**config.mk**
```make
export PLATFORM = sky130hd
export DESIGN_NAME = smc_mac
export DESIGN_NICKNAME = d
export VERILOG_FILES = /design/src/smc_pkg.sv /design/src/smc_mac.sv
export SDC_FILE = /design/constraint.sdc
export NUM_CORES = 1
export LEC_CHECK = 0
export BUFFER_PORTS_ARGS = -buffer_cell sky130_fd_sc_hd__buf_2
export CORE_UTILIZATION = 44
export CTS_BUF_LIST = sky130_fd_sc_hd__clkbuf_2 sky130_fd_sc_hd__clkbuf_4 sky130_fd_sc_hd__clkbuf_8
export CTS_CLUSTER_DIAMETER = 50
export DETAILED_ROUTE_END_ITERATION = 8
export GPL_TIMING_DRIVEN = 0
export MAX_ROUTING_LAYER = met4
export SLEW_MARGIN = 0
export SYNTH_ARGS = -nofsm -noshare
export SYNTH_HDL_FRONTEND = slang
export SYNTH_SLANG_ARGS = --single-unit
```
**constraint.sdc**
```tcl
create_clock -name i_clk -period 6.2 [get_ports i_clk]
set_input_delay 0 -clock i_clk [delete_from_list [all_inputs] [get_ports i_clk]]
set_output_delay 0 -clock i_clk [all_outputs]
set_load 0.005 [all_outputs]
```
**src/smc_pkg.sv**
```systemverilog
// Package of the spectral masking comparator: types, codes and fixed widths.
// No dependencies.
package smc_pkg;

    localparam int SMP_W      = 16;
    localparam int COEF_W     = 16;
    localparam int COEF_FRAC  = 14;
    localparam int CFG_W      = 8;
    localparam int CFG_IDX_W  = 2;
    localparam int CHAN_OUT_W = 7;
    localparam int COEF_CH_W  = 7;
    localparam int COEF_TAP_W = 5;
    localparam int IN_TDATA_W = 48;
    localparam int OUT_TDATA_W = 8;

    localparam logic [CFG_IDX_W-1:0] CFG_CHANNEL_COUNT = 2'd0;
    localparam logic [CFG_IDX_W-1:0] CFG_HALF_WINDOW   = 2'd1;

    localparam logic [7:0] CHANNEL_COUNT_RST = 8'd128;
    localparam logic [3:0] HALF_WINDOW_RST   = 4'd8;

    localparam logic CMD_SAMPLE = 1'b0;
    localparam logic CMD_COEF   = 1'b1;

    typedef enum logic [2:0] {
        ST_IDLE,
        ST_START,
        ST_ISSUE,
        ST_DRAIN,
        ST_OUT
    } t_state;

    typedef struct packed {
        logic clr;
        logic vld;
    } t_mac_ctl;

endpackage

```
**src/smc_mac.sv**
```systemverilog
// Shared multiply-accumulate unit: one registered multiplier feeding an accumulator.
// Depends on smc_pkg (t_mac_ctl).
module smc_mac #(
    parameter int A_W   = 16,
    parameter int B_W   = 16,
    parameter int ACC_W = 37
) (
    input  logic                 i_clk,
    input  logic                 i_rst_n,
    input  smc_pkg::t_mac_ctl    i_ctl,
    input  logic [A_W-1:0]       i_a,
    input  logic [B_W-1:0]       i_b,
    output logic [ACC_W-1:0]     o_acc,
    output logic                 o_busy
);

    logic [A_W+B_W-1:0] r_prod;
    logic               r_pv;
    logic [ACC_W-1:0]   r_acc;

    always_ff @(posedge i_clk) begin
        if (!i_rst_n) begin
            r_pv <= 1'b0;
        end else begin
            r_pv <= i_ctl.vld;
        end
    end

    always_ff @(posedge i_clk) begin
        if (i_ctl.vld) begin
            r_prod <= i_a * i_b;
        end
        if (i_ctl.clr) begin
            r_acc <= '0;
        end else if (r_pv) begin
            r_acc <= r_acc + ACC_W'(r_prod);
        end
    end

    assign o_acc  = r_acc;
    assign o_busy = r_pv;

endmodule

```
==> results.py <==
metrics = {
    "run_status": {
        "run_status": "completed",
    },
    "placement": {
        "place_congestion": 0.886,
        "dpl_cell_area_mm2": 0.0134,
        "post-place-ws_ns": -0.342,
        "io_buffers": 72,
        "dpl.hpwl_mm": 26.8,
    },
    "yosys": {
        "synth_nets": 1784,
        "synth-edff-count": 32,
        "synth_compound_area_share_pct": 11.0,
        "synth_area_mm2": 0.0126,
        "async_flop_share_pct": 0,
        "syn_inst": 1417,
        "ys.flop_type": "dfxtp_1",
        "synth_xor_area_share_pct": 3.82,
        "yosysUniqueCellTypes": 70,
        "synthSimpleGateAreaFrac_pct": 16.9,
        "synthMuxAreaShare_pct": 1.13,
        "synthAdderAreaFrac_pct": 44.5,
        "syn_avg_cell_area_um2": 8.90,
        "ys_seq_area_share_pct": 13.7,
        "synth_top_family_by_area": "adder cells",
        "yosys_warnings": 0,
        "ys_ff_latch": 70,
    },
    "pwr": {
        "p_total_uw": 8410,
        "p_per_area_mw_per_mm2": 614,
        "vdd_drop_max_mv": 0.449,
        "p_leak_uw": 0.00679,
    },
    "clocking": {
        "cts_buffers": 9,
        "worstSkewPairLatency_ns": 0.35,
        "cts_tree": "yes",
        "ctsRootBufferMaster": "clkbuf_8",
        "cts_setup_buffers": 0,
        "cts.sinks": 70,
        "path_clk_slew_ns": 0.08,
        "clockBufferDepth": 2,
        "htree_levels": 3,
    },
    "min_path": {
        "hp-class": "input pin to register",
        "min_from": "i_b[0]",
        "hold_depth": 2,
        "hold_path_end": "r_prod[0]",
    },
    "critical_path": {
        "cp_slowest_cell": "fa_1",
        "critical_path.cell_chain": "buf_2, clkbuf_1, nand2_1, fa_1, inv_1, fa_1, fa_1, fa_1, fa_1, inv_1, fa_1, inv_1, ha_1, clkbuf_2, a21oi_1, a21boi_0, a41oi_4, a211oi_1, o211a_1, o41ai_2, xnor2_1",
        "crit_top_cell": "fa_1",
        "crit_family": "adder cells",
        "worst_r2r_path_depth": 10,
        "r2r-end": "o_acc[34]",
        "crit_arrival_ns": 6.02,
        "cp_num_buf_inv": 6,
        "worstSetupStartpointType": "input pin",
        "worstPathRequired_ns": 6.29,
        "critPathKind": "input pin to register",
        "rr_startpoint": "o_acc[12]",
        "end_kind": "register",
        "crit_fanout": 10,
        "reg2reg_slack_ns": 3.22,
        "cpPeakStageDelay_ns": 0.57,
    },
    "detailed_routing": {
        "drc": 0,
        "detail-route-antenna-nets": 0,
        "finalWirelength_mm": 30.7,
        "vias_per_cell": 5.16,
        "drt_pass1_iterations": 5,
        "first_iter_violations": 665,
        "wl_per_cell_um": 16.4,
        "vias": 9672,
    },
    "final_layout": {
        "final_nets": 1857,
        "area_growth_pct": 8.75,
        "drive_gt1_share_pct": 7.83,
        "final_util_pct": 48.9,
        "design_area_mm2": 0.0137,
        "num_antenna_cells": 0,
    },
    "sta": {
        "worst_pin_slew_ns": 0.829,
        "fin_ws_ns": 0.277,
        "hold_viol": 0,
        "rsz0062_at_grt": "false",
        "fin_tns_setup_ns": 0,
        "fin_skew_ns": 0.00807,
        "finalMaxSlewViolations": 0,
        "timing.final.crit_share_pct": 95.5,
        "setup_violations": 0,
        "fmax_mhz": 169,
        "relSlewSlack_pct": 44.0,
        "fin_crit_ns": 5.92,
    },
    "die": {
        "fp.coreArea_mm2": 0.0280,
        "dieArea_mm2": 0.0293,
        "row_count": 61,
        "dieHeight_um": 171,
        "num_io_pins": 74,
        "die_w_um": 171,
        "start_util_pct": 45.0,
    },
    "grt": {
        "grt_overflow": 0,
        "antenna_found_initial": 0,
        "grt_util_all_layers_pct": 23.0,
        "grt_pass1_wl_mm": 50.6,
        "grt_max_degree": 34,
        "grt_pass1_vias": 9598,
    },
    "run": {
        "drv_cap": 0,
    },
}
registers in the layout, summed over array words and instances, names as in the netlist:
register	flops
r_prod	32
o_busy	1
o_acc	37
report_power, final:
group | internal, µW | switching, µW | leakage, µW
Clock | 331 | 179 | 0.000140
Sequential | 935 | 100 | 0.000623
Combinational | 2980 | 3890 | 0.00603
Total | 4250 | 4160 | 0.00679
per-layer routing:
metal	routed length [µm]	global-route usage (%)	up-vias	part of all wire [%]
met5	0	-	-	0
met4	508	6.09	0	1.7
met3	1510	1.96	37	4.9
met2	13700	35.7	284	45
met1	14900	32.3	4660	49
li1	-	-	4691	-
worst max path at each step:
| stage | from | to | slack (ns) | cells past startpoint |
|---|---|---|---|---|
| after floorplan | i_a[7] | r_prod[31] | 0.56 | 22 |
| after detailed placement | i_a[7] | r_prod[31] | -0.34 | 23 |
| after global placement | i_a[5] | r_prod[31] | -0.29 | 23 |
| after CTS | i_a[7] | r_prod[31] | 0.04 | 23 |
| after global routing | i_b[7] | r_prod[31] | 0.03 | 23 |
| final | i_b[8] | r_prod[31] | 0.28 | 21 |
what timing repair did:
action | 4_1_cts | 5_1_grt
setup endpoints to repair | 0 | 6
hold buffers | 1 | 0
gates resized for setup | 0 | 17
hold endpoints to repair | 1 | 0
synth_stat cells, drive strengths merged, types with 19 or more instances:
| library cell | instances | area [µm²] |
|---|---|---|
| a21o | 29 | 220 |
| inv | 238 | 893 |
| ha | 136 | 1700 |
| a21oi | 71 | 355 |
| clkbuf | 51 | 196 |
| and2 | 128 | 802 |
| o21ai | 32 | 160 |
| edfxtp | 32 | 961 |
| nor2 | 54 | 203 |
| xor2 | 19 | 166 |
| fa | 195 | 3900 |
| xnor2 | 36 | 315 |
| nand2 | 192 | 721 |
| dfxtp | 38 | 761 |
cells in the final DEF, fill, tap and decap left out, types with 5 or more instances in the layout:
| cell | synthesis | final |
|---|---|---|
| dfxtp_1 | 38 | 38 |
| mux2i_1 | 12 | 12 |
| clkbuf_2 | 1 | 9 |
| nand4_1 | 11 | 11 |
| o22ai_1 | 6 | 6 |
| nand2_1 | 192 | 192 |
| a21o_1 | 27 | 27 |
| o21bai_1 | 5 | 5 |
| inv_1 | 238 | 238 |
| xnor2_1 | 36 | 36 |
| clkbuf_8 | 0 | 11 |
| edfxtp_1 | 32 | 32 |
| a21oi_1 | 71 | 71 |
| o21a_1 | 12 | 12 |
| fa_1 | 195 | 195 |
| nor2_1 | 54 | 54 |
| nor3_1 | 12 | 12 |
| o21ai_0 | 31 | 31 |
| a21boi_0 | 5 | 5 |
| a211oi_1 | 12 | 12 |
| buf_2 | 2 | 74 |
| clkbuf_1 | 49 | 30 |
| and2_1 | 127 | 127 |
| and3_1 | 5 | 5 |
| ha_1 | 136 | 136 |
| o211ai_1 | 7 | 7 |
| nand3_1 | 12 | 12 |
| xor2_1 | 19 | 19 |
cell families after synthesis:
| family | after synthesis |
|---|---|
| mux | 14 |
| fa+ha+maj | 331 |
| flops | 70 |
| compound gates | 213 |
| xor+xnor | 55 |
| simple gates | 439 |
| buf+inv | 295 |
area by class of cell:
cell class / count / area [µm²]
inverter: 238 / 893
multi-input combinational: 1052 / 9770
timing repair buffer: 73 / 370
fill: 2735 / 14300
sequential: 70 / 1720
clock buffer: 11 / 151
clock inverter: 5 / 129
buffer: 46 / 205
tap: 378 / 473
stage by stage:
stage          hold slack, ns  std cells
2_1_floorplan           0.112       1417
3_3_place_gp            0.208       1867
3_5_place_dp            0.215       1867
4_1_cts                0.0512       1884
5_1_grt                0.0622       1873
6_report               0.0736       1873
(Power assumes the default switching activity.)
